File: config.mk
export PLATFORM = sky130hd
export DESIGN_NAME = ethernet_ipv4_arp_frame_classifier_core_flat
export DESIGN_NICKNAME = d
export VERILOG_FILES = /design/src/rtl/efc_pkg.sv /design/src/rtl/efc_rx_if.sv /design/src/rtl/efc_res_if.sv /design/src/rtl/ethernet_ipv4_arp_frame_classifier_core.sv /design/src/flat_wrapper.sv
export SDC_FILE = /design/constraint.sdc
export NUM_CORES = 1
export LEC_CHECK = 0
export BUFFER_PORTS_ARGS = -buffer_cell sky130_fd_sc_hd__buf_2
export CORE_UTILIZATION = 40
export CTS_CLUSTER_DIAMETER = 50
export DETAILED_ROUTE_END_ITERATION = 8
export PLACE_DENSITY = 0.62
export SYNTH_ARGS = -nofsm -noshare
export SYNTH_HDL_FRONTEND = slang
export SYNTH_SLANG_ARGS = --single-unit
File: constraint.sdc
create_clock -name i_clk -period 7.62 [get_ports i_clk]
set_clock_uncertainty 0.05 [all_clocks]
set_input_delay 1.524 -clock i_clk [delete_from_list [all_inputs] [get_ports i_clk]]
set_output_delay 1.524 -clock i_clk [all_outputs]
set_load 0.005 [all_outputs]
File: src/rtl/efc_pkg.sv
// efc_pkg: verdict codes, unreachable codes, register map and field widths
// for the ipv4/arp receive frame classifier; no dependencies
package efc_pkg;

    // verdict codes of one classified frame
    typedef enum logic [2:0] {
        VERDICT_IGNORE  = 3'd0,
        VERDICT_ARP_REQ = 3'd1,
        VERDICT_ARP_REP = 3'd2,
        VERDICT_ECHO    = 3'd3,
        VERDICT_UDP     = 3'd4,
        VERDICT_UNREACH = 3'd5
    } t_verdict;

    // icmp destination unreachable codes
    localparam logic [3:0] UNR_NONE     = 4'd0;
    localparam logic [3:0] UNR_PROTOCOL = 4'd2;
    localparam logic [3:0] UNR_PORT     = 4'd3;
    localparam logic [3:0] UNR_FRAGMENT = 4'd4;
    localparam logic [3:0] UNR_FILTERED = 4'd13;

    // configuration register map, word index = paddr[4:2]
    localparam int unsigned CFG_IDX_W  = 3;
    localparam int unsigned CFG_ADDR_W = 5;
    localparam logic [CFG_IDX_W-1:0] CFG_OWN_IP   = 3'd0;
    localparam logic [CFG_IDX_W-1:0] CFG_QUERY_IP = 3'd1;
    localparam logic [CFG_IDX_W-1:0] CFG_QUERY_ON = 3'd2;
    localparam logic [CFG_IDX_W-1:0] CFG_PORT_A   = 3'd3;
    localparam logic [CFG_IDX_W-1:0] CFG_PORT_B   = 3'd4;
    localparam logic [CFG_IDX_W-1:0] CFG_PORT_C   = 3'd5;
    localparam logic [CFG_IDX_W-1:0] CFG_PORT_D   = 3'd6;

    localparam int unsigned NUM_PORT_REGS = 4;

    // protocol constants, words captured first byte low
    localparam logic [15:0] ETH_TYPE_ARP  = 16'h0608;
    localparam logic [15:0] ETH_TYPE_IPV4 = 16'h0008;
    localparam logic [15:0] ARP_OP_REQ    = 16'h0100;
    localparam logic [15:0] ARP_OP_REP    = 16'h0200;
    localparam logic [15:0] FRAG_MASK     = 16'hffbf;
    localparam logic [31:0] IP_BROADCAST  = 32'hffffffff;
    localparam logic [7:0]  PROTO_ICMP    = 8'd1;
    localparam logic [7:0]  PROTO_UDP     = 8'd17;
    localparam logic [7:0]  ICMP_ECHO_REQ = 8'd8;
    localparam logic [15:0] IP_HDR_LEN    = 16'd20;

endpackage

File: src/rtl/efc_rx_if.sv
// efc_rx_if: receive byte stream channel, valid/ready plus frame byte
// depends on nothing
interface efc_rx_if;
    logic       valid;
    logic       ready;
    logic [7:0] frame_byte;
    logic       last_byte;

    modport source (output valid, output frame_byte, output last_byte, input ready);
    modport sink   (input valid, input frame_byte, input last_byte, output ready);
endinterface

File: src/rtl/efc_res_if.sv
// efc_res_if: classification result channel, valid/ready plus verdict fields
// depends on efc_pkg
interface efc_res_if;
    import efc_pkg::*;

    logic        valid;
    logic        ready;
    t_verdict    verdict;
    logic [3:0]  unreach_code;
    logic [1:0]  port_slot;
    logic [47:0] peer_mac;
    logic [31:0] peer_ip;
    logic [15:0] ip_total_len;

    modport source (output valid, output verdict, output unreach_code, output port_slot,
                    output peer_mac, output peer_ip, output ip_total_len, input ready);
    modport sink   (input valid, input verdict, input unreach_code, input port_slot,
                    input peer_mac, input peer_ip, input ip_total_len, output ready);
endinterface

File: src/rtl/ethernet_ipv4_arp_frame_classifier_core.sv
// ethernet_ipv4_arp_frame_classifier_core: receive classifier for arp/ipv4 frames
// depends on efc_pkg, efc_rx_if, efc_res_if
//
//   channel   direction  handshake            payload
//   i_rx      in         valid/ready          frame_byte, last_byte
//   o_res     out        valid/ready          verdict, unreach_code, port_slot,
//                                             peer_mac, peer_ip, ip_total_len
//   apb       in         psel/penable/pready  paddr, pwdata, prdata (7 words)
//
// one byte transfer per cycle sustained while o_res is not stalled; after the last
// byte is taken the result goes through field capture, then the result register
// synchronous active-low reset clears config, frame fields and all valids
// a stalled result holds the classify stage; the input register and the
// capture stage keep taking bytes until the stall reaches them
module ethernet_ipv4_arp_frame_classifier_core #(
    parameter int unsigned PORT_SLOTS = 4,
    parameter int unsigned MAX_FRAME  = 1536
) (
    input  logic                             i_clk,
    input  logic                             i_rst_n,
    efc_rx_if.sink                           i_rx,
    efc_res_if.source                        o_res,
    input  logic                             psel,
    input  logic                             penable,
    input  logic                             pwrite,
    input  logic [efc_pkg::CFG_ADDR_W-1:0]   paddr,
    input  logic [31:0]                      pwdata,
    output logic [31:0]                      prdata,
    output logic                             pready
);
    import efc_pkg::*;

    // byte index saturates at MAX_FRAME, frame length is index plus one
    localparam int unsigned IDX_W = $clog2(MAX_FRAME + 1);
    localparam int unsigned LEN_W = $clog2(MAX_FRAME + 2);

    // ---------------- configuration registers ----------------
    logic [31:0] r_own_ip;
    logic [31:0] r_query_ip;
    logic        r_query_on;
    logic [15:0] r_udp_port [NUM_PORT_REGS];

    logic                 cfg_wr;
    logic [CFG_IDX_W-1:0] cfg_idx;

    assign pready  = 1'b1;
    assign cfg_idx = paddr[CFG_ADDR_W-1:2];
    assign cfg_wr  = psel && penable && pwrite;

    always_ff @(posedge i_clk) begin
        if (!i_rst_n) begin
            r_own_ip   <= '0;
            r_query_ip <= '0;
            r_query_on <= 1'b0;
            for (int k = 0; k < NUM_PORT_REGS; k++) begin
                r_udp_port[k] <= '0;
            end
        end else if (cfg_wr) begin
            // writes past the last register fall through and are dropped
            unique case (cfg_idx)
                CFG_OWN_IP:   r_own_ip      <= pwdata;
                CFG_QUERY_IP: r_query_ip    <= pwdata;
                CFG_QUERY_ON: r_query_on    <= pwdata[0];
                CFG_PORT_A:   r_udp_port[0] <= pwdata[15:0];
                CFG_PORT_B:   r_udp_port[1] <= pwdata[15:0];
                CFG_PORT_C:   r_udp_port[2] <= pwdata[15:0];
                CFG_PORT_D:   r_udp_port[3] <= pwdata[15:0];
                default: ;
            endcase
        end
    end

    always_comb begin
        unique case (cfg_idx)
            CFG_OWN_IP:   prdata = r_own_ip;
            CFG_QUERY_IP: prdata = r_query_ip;
            CFG_QUERY_ON: prdata = {31'd0, r_query_on};
            CFG_PORT_A:   prdata = {16'd0, r_udp_port[0]};
            CFG_PORT_B:   prdata = {16'd0, r_udp_port[1]};
            CFG_PORT_C:   prdata = {16'd0, r_udp_port[2]};
            CFG_PORT_D:   prdata = {16'd0, r_udp_port[3]};
            default:      prdata = '0;
        endcase
    end

    // ---------------- pipeline control ----------------
    // stage 1: input register holding one byte transfer
    // stage 2: classify pending, frame fields complete in the capture registers
    // stage 3: result register driving o_res
    logic             r_s1_vld, n_s1_vld;
    logic [7:0]       r_s1_byte;
    logic             r_s1_last;
    logic             r_s2_vld, n_s2_vld;
    logic [LEN_W-1:0] r_s2_len;
    logic             r_out_vld, n_out_vld;
    logic [IDX_W-1:0] r_idx, n_idx;

    logic rx_take;
    logic s1_adv;
    logic s2_fire;

    // the classify stage reads the capture registers, so capture waits for it;
    // a byte advancing alongside a firing classify is always at index zero
    assign s2_fire    = r_s2_vld && (!r_out_vld || o_res.ready);
    assign s1_adv     = r_s1_vld && (!r_s2_vld || s2_fire);
    assign i_rx.ready = !r_s1_vld || s1_adv;
    assign rx_take    = i_rx.valid && i_rx.ready;

    always_comb begin
        n_s1_vld = r_s1_vld;
        if (rx_take) begin
            n_s1_vld = 1'b1;
        end else if (s1_adv) begin
            n_s1_vld = 1'b0;
        end

        n_s2_vld = r_s2_vld;
        if (s1_adv && r_s1_last) begin
            n_s2_vld = 1'b1;
        end else if (s2_fire) begin
            n_s2_vld = 1'b0;
        end

        n_out_vld = r_out_vld;
        if (s2_fire) begin
            n_out_vld = 1'b1;
        end else if (o_res.ready) begin
            n_out_vld = 1'b0;
        end

        n_idx = r_idx;
        if (s1_adv) begin
            if (r_s1_last) begin
                n_idx = '0;
            end else if (r_idx != IDX_W'(MAX_FRAME)) begin
                n_idx = r_idx + IDX_W'(1);
            end
        end
    end

    always_ff @(posedge i_clk) begin
        if (!i_rst_n) begin
            r_s1_vld  <= 1'b0;
            r_s2_vld  <= 1'b0;
            r_out_vld <= 1'b0;
            r_idx     <= '0;
        end else begin
            r_s1_vld  <= n_s1_vld;
            r_s2_vld  <= n_s2_vld;
            r_out_vld <= n_out_vld;
            r_idx     <= n_idx;
        end
    end

    always_ff @(posedge i_clk) begin
        if (rx_take) begin
            r_s1_byte <= i_rx.frame_byte;
            r_s1_last <= i_rx.last_byte;
        end
        if (s1_adv && r_s1_last) begin
            r_s2_len <= LEN_W'(r_idx) + LEN_W'(1);
        end
    end

    // ---------------- field capture by byte offset ----------------
    // multi-byte words keep the first frame byte low, except total length,
    // udp port and udp length which are kept first byte high
    logic [15:0] r_eth_type,   n_eth_type;
    logic [47:0] r_src_mac,    n_src_mac;
    logic [15:0] r_frag_word,  n_frag_word;   // arp opcode shares bytes 20..21
    logic [47:0] r_arp_mac,    n_arp_mac;
    logic [31:0] r_arp_sip,    n_arp_sip;
    logic [31:0] r_arp_tip,    n_arp_tip;
    logic [7:0]  r_ver_ihl,    n_ver_ihl;
    logic [15:0] r_total_len,  n_total_len;
    logic [7:0]  r_proto,      n_proto;
    logic [31:0] r_src_ip,     n_src_ip;
    logic [31:0] r_dst_ip,     n_dst_ip;
    logic [19:0] r_hdr_sum,    n_hdr_sum;
    logic [7:0]  r_icmp_kind,  n_icmp_kind;
    logic [15:0] r_udp_dport,  n_udp_dport;
    logic [15:0] r_udp_len,    n_udp_len;

    always_comb begin
        n_eth_type  = r_eth_type;
        n_src_mac   = r_src_mac;
        n_frag_word = r_frag_word;
        n_arp_mac   = r_arp_mac;
        n_arp_sip   = r_arp_sip;
        n_arp_tip   = r_arp_tip;
        n_ver_ihl   = r_ver_ihl;
        n_total_len = r_total_len;
        n_proto     = r_proto;
        n_src_ip    = r_src_ip;
        n_dst_ip    = r_dst_ip;
        n_hdr_sum   = r_hdr_sum;
        n_icmp_kind = r_icmp_kind;
        n_udp_dport = r_udp_dport;
        n_udp_len   = r_udp_len;

        // per-frame state clears once the verdict moves into the result register
        if (s2_fire) begin
            n_eth_type  = '0;
            n_src_mac   = '0;
            n_frag_word = '0;
            n_arp_mac   = '0;
            n_arp_sip   = '0;
            n_arp_tip   = '0;
            n_ver_ihl   = '0;
            n_total_len = '0;
            n_proto     = '0;
            n_src_ip    = '0;
            n_dst_ip    = '0;
            n_hdr_sum   = '0;
            n_icmp_kind = '0;
            n_udp_dport = '0;
            n_udp_len   = '0;
        end

        if (s1_adv) begin
            for (int k = 0; k < 6; k++) begin
                if (r_idx == IDX_W'(6 + k))  n_src_mac[8*k +: 8] = r_s1_byte;
                if (r_idx == IDX_W'(22 + k)) n_arp_mac[8*k +: 8] = r_s1_byte;
            end
            for (int k = 0; k < 4; k++) begin
                if (r_idx == IDX_W'(26 + k)) n_src_ip[8*k +: 8]  = r_s1_byte;
                if (r_idx == IDX_W'(28 + k)) n_arp_sip[8*k +: 8] = r_s1_byte;
                if (r_idx == IDX_W'(30 + k)) n_dst_ip[8*k +: 8]  = r_s1_byte;
                if (r_idx == IDX_W'(38 + k)) n_arp_tip[8*k +: 8] = r_s1_byte;
            end
            if (r_idx == IDX_W'(12)) n_eth_type[7:0]   = r_s1_byte;
            if (r_idx == IDX_W'(13)) n_eth_type[15:8]  = r_s1_byte;
            if (r_idx == IDX_W'(14)) n_ver_ihl         = r_s1_byte;
            if (r_idx == IDX_W'(16)) n_total_len[15:8] = r_s1_byte;
            if (r_idx == IDX_W'(17)) n_total_len[7:0]  = r_s1_byte;
            if (r_idx == IDX_W'(20)) n_frag_word[7:0]  = r_s1_byte;
            if (r_idx == IDX_W'(21)) n_frag_word[15:8] = r_s1_byte;
            if (r_idx == IDX_W'(23)) n_proto           = r_s1_byte;
            if (r_idx == IDX_W'(34)) n_icmp_kind       = r_s1_byte;
            if (r_idx == IDX_W'(36)) n_udp_dport[15:8] = r_s1_byte;
            if (r_idx == IDX_W'(37)) n_udp_dport[7:0]  = r_s1_byte;
            if (r_idx == IDX_W'(38)) n_udp_len[15:8]   = r_s1_byte;
            if (r_idx == IDX_W'(39)) n_udp_len[7:0]    = r_s1_byte;
            // ip header bytes 14..33, odd offsets land in the high byte lane
            if (r_idx >= IDX_W'(14) && r_idx < IDX_W'(34)) begin
                if (r_idx[0]) begin
                    n_hdr_sum = r_hdr_sum + {4'd0, r_s1_byte, 8'd0};
                end else begin
                    n_hdr_sum = r_hdr_sum + {12'd0, r_s1_byte};
                end
            end
        end
    end

    always_ff @(posedge i_clk) begin
        if (!i_rst_n) begin
            r_eth_type  <= '0;
            r_src_mac   <= '0;
            r_frag_word <= '0;
            r_arp_mac   <= '0;
            r_arp_sip   <= '0;
            r_arp_tip   <= '0;
            r_ver_ihl   <= '0;
            r_total_len <= '0;
            r_proto     <= '0;
            r_src_ip    <= '0;
            r_dst_ip    <= '0;
            r_hdr_sum   <= '0;
            r_icmp_kind <= '0;
            r_udp_dport <= '0;
            r_udp_len   <= '0;
        end else begin
            r_eth_type  <= n_eth_type;
            r_src_mac   <= n_src_mac;
            r_frag_word <= n_frag_word;
            r_arp_mac   <= n_arp_mac;
            r_arp_sip   <= n_arp_sip;
            r_arp_tip   <= n_arp_tip;
            r_ver_ihl   <= n_ver_ihl;
            r_total_len <= n_total_len;
            r_proto     <= n_proto;
            r_src_ip    <= n_src_ip;
            r_dst_ip    <= n_dst_ip;
            r_hdr_sum   <= n_hdr_sum;
            r_icmp_kind <= n_icmp_kind;
            r_udp_dport <= n_udp_dport;
            r_udp_len   <= n_udp_len;
        end
    end

    // ---------------- classification ----------------
    t_verdict    cls_verdict;
    logic [3:0]  cls_code;
    logic [1:0]  cls_slot;
    logic [16:0] fold_a;
    logic [16:0] fold_b;
    logic        sum_ok;
    logic        is_bcast;
    logic        slot_hit;
    logic [1:0]  slot_sel;

    // end-around carry fold of the header sum, good when it folds to all ones
    assign fold_a   = {13'd0, r_hdr_sum[19:16]} + {1'b0, r_hdr_sum[15:0]};
    assign fold_b   = fold_a + {16'd0, fold_a[16]};
    assign sum_ok   = (~fold_b[15:0]) == 16'd0;
    assign is_bcast = r_dst_ip == IP_BROADCAST;

    // lowest enabled slot whose nonzero port matches wins
    always_comb begin
        slot_hit = 1'b0;
        slot_sel = 2'd0;
        for (int k = NUM_PORT_REGS - 1; k >= 0; k--) begin
            if (k < PORT_SLOTS && r_udp_port[k] != 16'd0 && r_udp_port[k] == r_udp_dport) begin
                slot_hit = 1'b1;
                slot_sel = 2'(k);
            end
        end
    end

    always_comb begin
        cls_verdict = VERDICT_IGNORE;
        cls_code    = UNR_NONE;
        cls_slot    = 2'd0;
        if (r_eth_type == ETH_TYPE_ARP) begin
            if (r_s2_len >= LEN_W'(42)) begin
                if (r_frag_word == ARP_OP_REP && r_query_on && r_arp_sip == r_query_ip) begin
                    cls_verdict = VERDICT_ARP_REP;
                end else if (r_frag_word == ARP_OP_REQ && r_arp_tip == r_own_ip) begin
                    cls_verdict = VERDICT_ARP_REQ;
                end
            end
        end else if (r_eth_type == ETH_TYPE_IPV4 && r_s2_len >= LEN_W'(34)
                     && r_ver_ihl[7:4] == 4'd4
                     && (r_dst_ip == r_own_ip || is_bcast)) begin
            if (r_ver_ihl[3:0] != 4'd5) begin
                cls_verdict = is_bcast ? VERDICT_IGNORE : VERDICT_UNREACH;
                cls_code    = is_bcast ? UNR_NONE : UNR_FILTERED;
            end else if (!sum_ok) begin
                cls_verdict = VERDICT_IGNORE;
            end else if ((r_frag_word & FRAG_MASK) != 16'd0) begin
                cls_verdict = is_bcast ? VERDICT_IGNORE : VERDICT_UNREACH;
                cls_code    = is_bcast ? UNR_NONE : UNR_FRAGMENT;
            end else if (r_proto == PROTO_ICMP) begin
                if (r_s2_len >= LEN_W'(35) && r_icmp_kind == ICMP_ECHO_REQ) begin
                    cls_verdict = VERDICT_ECHO;
                end
            end else if (r_proto != PROTO_UDP) begin
                cls_verdict = is_bcast ? VERDICT_IGNORE : VERDICT_UNREACH;
                cls_code    = is_bcast ? UNR_NONE : UNR_PROTOCOL;
            end else if (r_s2_len < LEN_W'(40)) begin
                cls_verdict = VERDICT_IGNORE;
            end else if (r_total_len >= IP_HDR_LEN && r_udp_len > r_total_len - IP_HDR_LEN) begin
                cls_verdict = VERDICT_IGNORE;
            end else if (slot_hit) begin
                cls_verdict = VERDICT_UDP;
                cls_slot    = slot_sel;
            end else begin
                cls_verdict = is_bcast ? VERDICT_IGNORE : VERDICT_UNREACH;
                cls_code    = is_bcast ? UNR_NONE : UNR_PORT;
            end
        end
    end

    // ---------------- result register ----------------
    t_verdict    r_verdict;
    logic [3:0]  r_code;
    logic [1:0]  r_slot;
    logic [47:0] r_peer_mac;
    logic [31:0] r_peer_ip;
    logic [15:0] r_ip_len;
    logic        cls_arp;
    logic        cls_ip;

    assign cls_arp = cls_verdict == VERDICT_ARP_REQ || cls_verdict == VERDICT_ARP_REP;
    assign cls_ip  = cls_verdict == VERDICT_ECHO || cls_verdict == VERDICT_UDP
                     || cls_verdict == VERDICT_UNREACH;

    always_ff @(posedge i_clk) begin
        if (s2_fire) begin
            r_verdict  <= cls_verdict;
            r_code     <= cls_code;
            r_slot     <= cls_slot;
            r_peer_mac <= cls_arp ? r_arp_mac : r_src_mac;
            r_peer_ip  <= cls_arp ? r_arp_sip : (cls_ip ? r_src_ip : 32'd0);
            r_ip_len   <= cls_ip ? r_total_len : 16'd0;
        end
    end

    assign o_res.valid        = r_out_vld;
    assign o_res.verdict      = r_verdict;
    assign o_res.unreach_code = r_code;
    assign o_res.port_slot    = r_slot;
    assign o_res.peer_mac     = r_peer_mac;
    assign o_res.peer_ip      = r_peer_ip;
    assign o_res.ip_total_len = r_ip_len;

endmodule

File: src/flat_wrapper.sv
// flat-port wrapper written by rule: the top's interface ports become plain ports
module ethernet_ipv4_arp_frame_classifier_core_flat import efc_pkg::*;
#(
    parameter int unsigned PORT_SLOTS = 4,
    parameter int unsigned MAX_FRAME  = 1536
)
  (i_clk, i_rst_n, psel, penable, pwrite, paddr, pwdata, prdata, pready, i_rx_valid, i_rx_frame_byte, i_rx_last_byte, i_rx_ready, o_res_valid, o_res_verdict, o_res_unreach_code, o_res_port_slot, o_res_peer_mac, o_res_peer_ip, o_res_ip_total_len, o_res_ready);
  efc_rx_if i_rx_i ();
  efc_res_if o_res_i ();
  input  logic i_clk;
  input  logic i_rst_n;
  input  logic psel;
  input  logic penable;
  input  logic pwrite;
  input  logic [efc_pkg::CFG_ADDR_W-1:0] paddr;
  input  logic [31:0] pwdata;
  output logic [31:0] prdata;
  output logic pready;
  input wire logic [$bits(i_rx_i.valid)-1:0] i_rx_valid;
  input wire logic [$bits(i_rx_i.frame_byte)-1:0] i_rx_frame_byte;
  input wire logic [$bits(i_rx_i.last_byte)-1:0] i_rx_last_byte;
  output wire logic [$bits(i_rx_i.ready)-1:0] i_rx_ready;
  output wire logic [$bits(o_res_i.valid)-1:0] o_res_valid;
  output wire logic [$bits(o_res_i.verdict)-1:0] o_res_verdict;
  output wire logic [$bits(o_res_i.unreach_code)-1:0] o_res_unreach_code;
  output wire logic [$bits(o_res_i.port_slot)-1:0] o_res_port_slot;
  output wire logic [$bits(o_res_i.peer_mac)-1:0] o_res_peer_mac;
  output wire logic [$bits(o_res_i.peer_ip)-1:0] o_res_peer_ip;
  output wire logic [$bits(o_res_i.ip_total_len)-1:0] o_res_ip_total_len;
  input wire logic [$bits(o_res_i.ready)-1:0] o_res_ready;
  assign i_rx_i.valid = i_rx_valid;
  assign i_rx_i.frame_byte = i_rx_frame_byte;
  assign i_rx_i.last_byte = i_rx_last_byte;
  assign i_rx_ready = i_rx_i.ready;
  assign o_res_valid = o_res_i.valid;
  assign o_res_verdict = o_res_i.verdict;
  assign o_res_unreach_code = o_res_i.unreach_code;
  assign o_res_port_slot = o_res_i.port_slot;
  assign o_res_peer_mac = o_res_i.peer_mac;
  assign o_res_peer_ip = o_res_i.peer_ip;
  assign o_res_ip_total_len = o_res_i.ip_total_len;
  assign o_res_i.ready = o_res_ready;
  ethernet_ipv4_arp_frame_classifier_core #(.PORT_SLOTS(PORT_SLOTS), .MAX_FRAME(MAX_FRAME)) u_core (.i_clk(i_clk), .i_rst_n(i_rst_n), .i_rx(i_rx_i), .o_res(o_res_i), .psel(psel), .penable(penable), .pwrite(pwrite), .paddr(paddr), .pwdata(pwdata), .prdata(prdata), .pready(pready));
endmodule
Word-level counts from Yosys, hierarchy flattened
Memories as Yosys holds them, arrays and structs flattened.
Index checks and enable logic that the tools add are counted.

cells by class
  add/subtract/negate cells = 6
  bitwise logic cells = 8
  reductions and logical operators = 47
  eq/ne operators = 61
  magnitude comparators = 8
  multiplexer cells = 140

operators with widths
  kind                                                                                   number
  8-bit two-way mux                                                                      47
  32-bit two-way mux                                                                     10
  48-bit two-way mux                                                                     5
  16-bit two-way mux                                                                     14
  32-bit one-hot mux with 7 select lines                                                 1
  11-bit by 5-bit equality test with 1-bit output (second input constant)                14
  11-bit by 6-bit equality test with 1-bit output (second input constant)                9
  32-bit equality test                                                                   3
  20-bit two-way mux                                                                     4
  16-bit nonzero test                                                                    5
  11-bit by 4-bit equality test with 1-bit output (second input constant)                7
  16-bit equality test                                                                   4
  3-bit two-way mux                                                                      14
  4-bit two-way mux                                                                      9
  11-bit by 6-bit greater-or-equal comparator with 1-bit output (second input constant)  3
  32-bit equality test (second input constant)                                           1
  1-bit two-way mux                                                                      29
  11-bit by 3-bit equality test with 1-bit output (second input constant)                2
  11-bit by 6-bit less-than comparator with 1-bit output (second input constant)         2
  11-bit two-way mux                                                                     2
  20-bit by 16-bit adder with 20-bit output                                              1
  20-bit by 8-bit adder with 20-bit output                                               1
  1-bit logical AND                                                                      19
  4-bit by 16-bit adder with 17-bit output                                               1
  other kinds (32)                                                                       63

storage, ports and cells
  memories = 1
  output and inout port bits = 140
  register bits after elaboration = 552
  RAM bits = 64
  input port bits = 53
  word-level logic and storage cells = 303

memory list
  memory             depth  bits a word  rd ports  clocked after Yosys merged registers in  write ports  line                                           text
  u_core.r_udp_port  4      16           4         0                                        4            ethernet_ipv4_arp_frame_classifier_core.sv:41  logic [15:0] r_udp_port [NUM_PORT_REGS];

Depth between registers and ports, before layout
An unclocked memory read counts as a cell.

  depth in word-level cells = 22
  gate-level depth with buffers = 19
  depth with buffers taken out = 17

Worst setup path after synthesis
Ideal clock, no wire load.

  kind = input to register
  from = input o_res_ready
  to = register u_core.r_hdr_sum[2]
  data arrival time = 6,160 ps
  cell stages on the path = 8
  required time = 7,442 ps
  setup time = 128 ps
  slack = 1,283 ps
  path buffers = 2
  cell sequence = nor2b_1 > nand2b_1 > clkbuf_1 > inv_1 > clkbuf_1 > a21oi_1 > a22oi_1 > nor2_1

on the way
  word-level cells in the longest chain between the ends = 5
  elaborated cells between the ends (all ways) = 7
  classes of those cells = mux (3); reduce/logical (4)

ends and longest elaborated chain
  element                                                         line                                                                                            text
  start, declared                                                 flat_wrapper.sv:30                                                                              input wire logic [$bits(o_res_i.ready)-1:0] o_res_ready;
  1-bit logical OR *                                              ethernet_ipv4_arp_frame_classifier_core.sv:104                                                  assign s2_fire = r_s2_vld && (!r_out_vld || o_res.ready);
  1-bit logical AND *                                             ethernet_ipv4_arp_frame_classifier_core.sv:104
  20-bit two-way mux / 1-bit logical OR (equally long branches)   ethernet_ipv4_arp_frame_classifier_core.sv:202, ethernet_ipv4_arp_frame_classifier_core.sv:105
  20-bit two-way mux / 1-bit logical AND (equally long branches)  ethernet_ipv4_arp_frame_classifier_core.sv:245, ethernet_ipv4_arp_frame_classifier_core.sv:105
  20-bit two-way mux *                                            ethernet_ipv4_arp_frame_classifier_core.sv:220                                                  if (s1_adv) begin
  end signal, assigned                                            ethernet_ipv4_arp_frame_classifier_core.sv:284                                                  r_hdr_sum <= n_hdr_sum;
  end, declared                                                   ethernet_ipv4_arp_frame_classifier_core.sv:179                                                  logic [19:0] r_hdr_sum, n_hdr_sum;

Mark *: on every way between the ends. The rest lies on a longest branch, timed or not.
A chain may end at the register's enable or synchronous reset.

Final worst setup path
  from = register u_core.r_total_len[2]
  to = register u_core.r_peer_ip[31], in the netlist u_core.o_res.peer_ip[31] (data pin)

on the way
  word-level cells in the longest chain between the ends = 17
  elaborated cells between the ends (all ways) = 23
  classes of those cells = add/sub (1); order compare (2); eq/ne (5); mux (11); reduce/logical (4)

ends and longest elaborated chain
  element                                                                                       line                                            text
  start, declared                                                                               ethernet_ipv4_arp_frame_classifier_core.sv:175  logic [15:0] r_total_len, n_total_len;
  start signal, assigned                                                                        ethernet_ipv4_arp_frame_classifier_core.sv:280  r_total_len <= n_total_len;
  16-bit by 5-bit subtractor with 16-bit output                                                 ethernet_ipv4_arp_frame_classifier_core.sv:352  end else if (r_total_len >= IP_HDR_LEN && r_udp_len > r_total_len - IP_HDR_LEN) begin
  16-bit greater-than comparator                                                                ethernet_ipv4_arp_frame_classifier_core.sv:352
  1-bit logical AND *                                                                           ethernet_ipv4_arp_frame_classifier_core.sv:352
  3-bit two-way mux *                                                                           ethernet_ipv4_arp_frame_classifier_core.sv:352
  3-bit two-way mux *                                                                           ethernet_ipv4_arp_frame_classifier_core.sv:350  end else if (r_s2_len < LEN_W'(40)) begin
  3-bit two-way mux *                                                                           ethernet_ipv4_arp_frame_classifier_core.sv:347  end else if (r_proto != PROTO_UDP) begin
  3-bit two-way mux *                                                                           ethernet_ipv4_arp_frame_classifier_core.sv:343  end else if (r_proto == PROTO_ICMP) begin
  3-bit two-way mux *                                                                           ethernet_ipv4_arp_frame_classifier_core.sv:340  end else if ((r_frag_word & FRAG_MASK) != 16'd0) begin
  3-bit two-way mux *                                                                           ethernet_ipv4_arp_frame_classifier_core.sv:338  end else if (!sum_ok) begin
  3-bit two-way mux *                                                                           ethernet_ipv4_arp_frame_classifier_core.sv:335  if (r_ver_ihl[3:0] != 4'd5) begin
  3-bit two-way mux *                                                                           ethernet_ipv4_arp_frame_classifier_core.sv:332  end else if (r_eth_type == ETH_TYPE_IPV4 && r_s2_len >= LEN_W'(34)
  3-bit two-way mux *                                                                           ethernet_ipv4_arp_frame_classifier_core.sv:324  if (r_eth_type == ETH_TYPE_ARP) begin
  3-bit by 2-bit equality test with 1-bit output / 3-bit equality test (equally long branches)  ethernet_ipv4_arp_frame_classifier_core.sv:375  assign cls_ip = cls_verdict == VERDICT_ECHO || cls_verdict == VERDICT_UDP
  1-bit logical OR                                                                              ethernet_ipv4_arp_frame_classifier_core.sv:375
  1-bit logical OR                                                                              ethernet_ipv4_arp_frame_classifier_core.sv:376  || cls_verdict == VERDICT_UNREACH;
  32-bit two-way mux                                                                            ethernet_ipv4_arp_frame_classifier_core.sv:384  r_peer_ip <= cls_arp ? r_arp_sip : (cls_ip ? r_src_ip : 32'd0);
  32-bit two-way mux *                                                                          ethernet_ipv4_arp_frame_classifier_core.sv:384
  end signal, assigned                                                                          ethernet_ipv4_arp_frame_classifier_core.sv:384
  end, declared                                                                                 ethernet_ipv4_arp_frame_classifier_core.sv:369  logic [31:0] r_peer_ip;

Marked as above.

==> flow_metrics.tcl <==
set metrics [dict create \
    cts_setup_buffers 0 \
    top_usage_layer "met2" \
    rsz0062_at_grt "false" \
    vias_per_cell 5.56 \
    setup_viol 0 \
    cts.sinks 616 \
    stdcell_area_sq_mm 0.0323 \
    place.gp.congestion 0.929 \
    place_area_sq_mm 0.0297 \
    cts.path.max_buffers 3 \
    yosysTopAreaCell "dfxtp_1" \
    drtAntennaViolNets 0 \
    post-place-cells 4062 \
    grt.overflow.total 0 \
    clkLatencyLatePin_ps 630 \
    grt_pass1_vias 21900 \
    synth_enable_flop_cells 189 \
    drc 0 \
    min_path_type "reg2reg" \
    ys_ff_latch 616 \
    layout_min_cycle_time_ps 5220 \
    power_density_mw_per_mm2 230 \
    synth_top_area_share_pct 30.3 \
    slew_viol_final 0 \
    ir_drop_uv 185 \
    final.period_utilization_pct 68.5 \
    row_count 96 \
    cp-end-kind "flip-flop" \
    grt_start_max_net_pins 229 \
    core_sq_mm 0.0692 \
    firstDrtPassIters 5 \
    syn_inst 3132 \
    cts-root-buf "clkbuf_16" \
    synth_area_sq_mm 0.0282 \
    antenna_found_initial 2 \
    crit_type "reg2reg" \
    cts_buffers 75 \
    mostFrequentLayoutCells "nand2_1, a21oi_1, dfxtp_1" \
    synth_nets 3232 \
    cts_tree "yes" \
    fmax_ghz 0.192 \
    grt_util_all_layers_pct 24.2 \
    drt_iter0_drc 2327 \
    via_count 23400 \
    p_leak_nw 11.9 \
    layout-drive-gt1-share_pct 13.6 \
    gr-usage-met2_pct 38.3 \
    cp_data_arrival_time_ps 5510 \
    worst_pin_slew_ps 1140 \
    crit_path_max_fanout 32 \
    timing.setup.tns_ps 0 \
    ys.flop_type "dfxtp_1" \
    power_mw 7.44 \
    ios 193 \
    ctsResizeCount 0 \
    yosysWarningCount 0 \
    clkTransAtPathRegs_ps 60 \
    fill_cells 6652 \
    setup_slack_ps 2400 \
    synth_xor_area_share_pct 6.06 \
    status "finished clean" \
    stdcell_count 4202 \
    maxSlewHeadroom_pct 23.9 \
    ctsHoldBuffers 0 \
    use_met3_pct 3.53 \
    start_kind "flip-flop" \
    use_met1_pct 33.5 \
    portBuffers 189 \
    synth_compound_area_share_pct 13.8 \
    synth_area_leaders "dfxtp_1, edfxtp_1, nand2_1" \
    synth_top_family_by_area "simple AND/OR/NAND/NOR gates" \
    h-tree-depth 3 \
    syn_avg_cell_area_sq_um 9.01 \
    synthSimpleGateAreaFrac_pct 21.7 \
    initial_core_util_pct 40.8 \
    fp.dieW_um 268 \
    maxCapViolCount 0 \
    dpl_worst_slack_ps 2460 \
    finalNetCount 3308 \
    synth_cell_type_count 83 \
    grt_pass1_wl_um 133000 \
    cp_data_required_time_ps 7910 \
    muxShareOfSynthArea_pct 2.11 \
    wl_um 87600 \
    wl_per_cell_um 20.8 \
    die_h_um 268 \
    synth_fa_ha_area_share_pct 2.16 \
    yosysSeqAreaShare_pct 50.4 \
    hold_viol 0 \
    mostFrequentLayoutCell "nand2_1" \
    die_area_sq_mm 0.0716 \
    dp_hpwl_um 57800 \
    postSynth.asyncResetShare_pct 0 \
    area_delta_synth_final_pct 14.6 \
]
critical path, cell delays in order (launching register included):
cell and delay [ps]:
dfxtp_1 370, o21ai_0 290, nand2_1 140, nor3_1 280
nand2_1 140, or3_1 360, nor3_1 190, xnor2_1 100
ha_1 290, nand4_1 180, a2111o_1 330, a311oi_1 660
a21oi_1 180, nand4_1 150, o211ai_1 160, a311oi_4 310
buf_4 540, o21ai_0 190
power breakdown:
part,leakage [nW],internal (mW),switching [mW]
Combinational,5.18,0.0702,0.223
Sequential,5.39,3.40,0.0342
Clock,1.29,2.24,1.47
Total,11.9,5.71,1.73
layer usage:
| layer | share of wire (%) | vias to the layer above | wire length, um |
|---|---|---|---|
| met5 | 0 | - | 0 |
| met4 | 3.0 | 0 | 2590 |
| met3 | 6.3 | 147 | 5500 |
| met2 | 46 | 758 | 40400 |
| met1 | 45 | 11300 | 39100 |
| li1 | - | 11200 | - |
registers in the layout (all words and copies together) (netlist names), 11 cells and up:
| register | flops |
|---|---|
| u_core.r_udp_port | 64 |
| u_core.o_res.peer_mac | 48 |
| u_core.r_arp_mac | 48 |
| u_core.r_src_mac | 48 |
| u_core.o_res.peer_ip | 32 |
| u_core.r_arp_sip | 32 |
| u_core.r_arp_tip | 32 |
| u_core.r_dst_ip | 32 |
| u_core.r_own_ip | 32 |
| u_core.r_query_ip | 32 |
| u_core.r_src_ip | 32 |
| u_core.r_hdr_sum | 20 |
| u_core.o_res.ip_total_len | 16 |
| u_core.r_eth_type | 16 |
| u_core.r_frag_word | 16 |
| u_core.r_total_len | 16 |
| u_core.r_udp_dport | 16 |
| u_core.r_udp_len | 16 |
| u_core.r_idx | 11 |
| u_core.r_s2_len | 11 |
cell usage after synthesis (7+ instances only):
cell type and count:
xor2_1 81, and3_1 34, and2_1 88, edfxtp_1 189, inv_1 33, mux2_2 50
a22oi_1 58, o21ai_2 30, nand2b_1 35, nand3_1 244, or3_1 7, o21ai_0 38
nor4_1 55, ha_1 44, nand3b_1 7, a21oi_1 435, xnor2_1 114, buf_2 7
dfxtp_1 427, nand4_1 53, nor2b_1 9, nor2_1 84, a31oi_1 12, nor3_1 31
a22o_1 18, nand2_1 621, clkbuf_1 206
logic make-up (layout without fill, tap and decap cells):
kind of cell,Yosys count,after routing
AOI/OAI and AO/OA,659,659
xor gates and xnor gates,195,195
adders and majority gates,47,47
buffers and inverters,260,398
DFF,616,616
muxes,53,53
other,1,2
and+or+nand+nor,1301,1301
per-stage QoR:
stage | utilization [%] | hold WS [ps]
after floorplan | - | 377
after global placement | 42.9 | 391
after detailed placement | 42.9 | 394
after CTS | 46.7 | 404
after global routing | 46.7 | 419
final | 46.7 | 402
final timing paths:
| check | from | end | slack (ps) | cells after the start |
|---|---|---|---|---|
| hold / removal | u_core.r_arp_mac[32] | u_core.r_arp_mac[32] | 400 | 2 |
| setup reg to reg | u_core.r_total_len[2] | u_core.o_res.peer_ip[31] | 2400 | 17 |
| hold reg to reg | u_core.r_arp_mac[32] | u_core.r_arp_mac[32] | 400 | 2 |
| setup / recovery | u_core.r_total_len[2] | u_core.o_res.peer_ip[31] | 2400 | 17 |
final cells by class:
| cell class | count | area, sq um | share of cell area [%] |
|---|---|---|---|
| Clock inverter | 40 | 447 | 1.38 |
| Timing Repair Buffer | 224 | 1220 | 3.78 |
| Tap cell | 931 | 1160 | 3.60 |
| Clock buffer | 99 | 2170 | 6.72 |
| Inverter | 35 | 141 | 0.437 |
| Multi-Input combinational cell | 2256 | 13000 | 40.1 |
| Antenna cell | 1 | 2.50 | 0.00774 |
| Sequential cell | 616 | 14200 | 44.0 |
No activity file was read; power rests on OpenSTA's default activity.
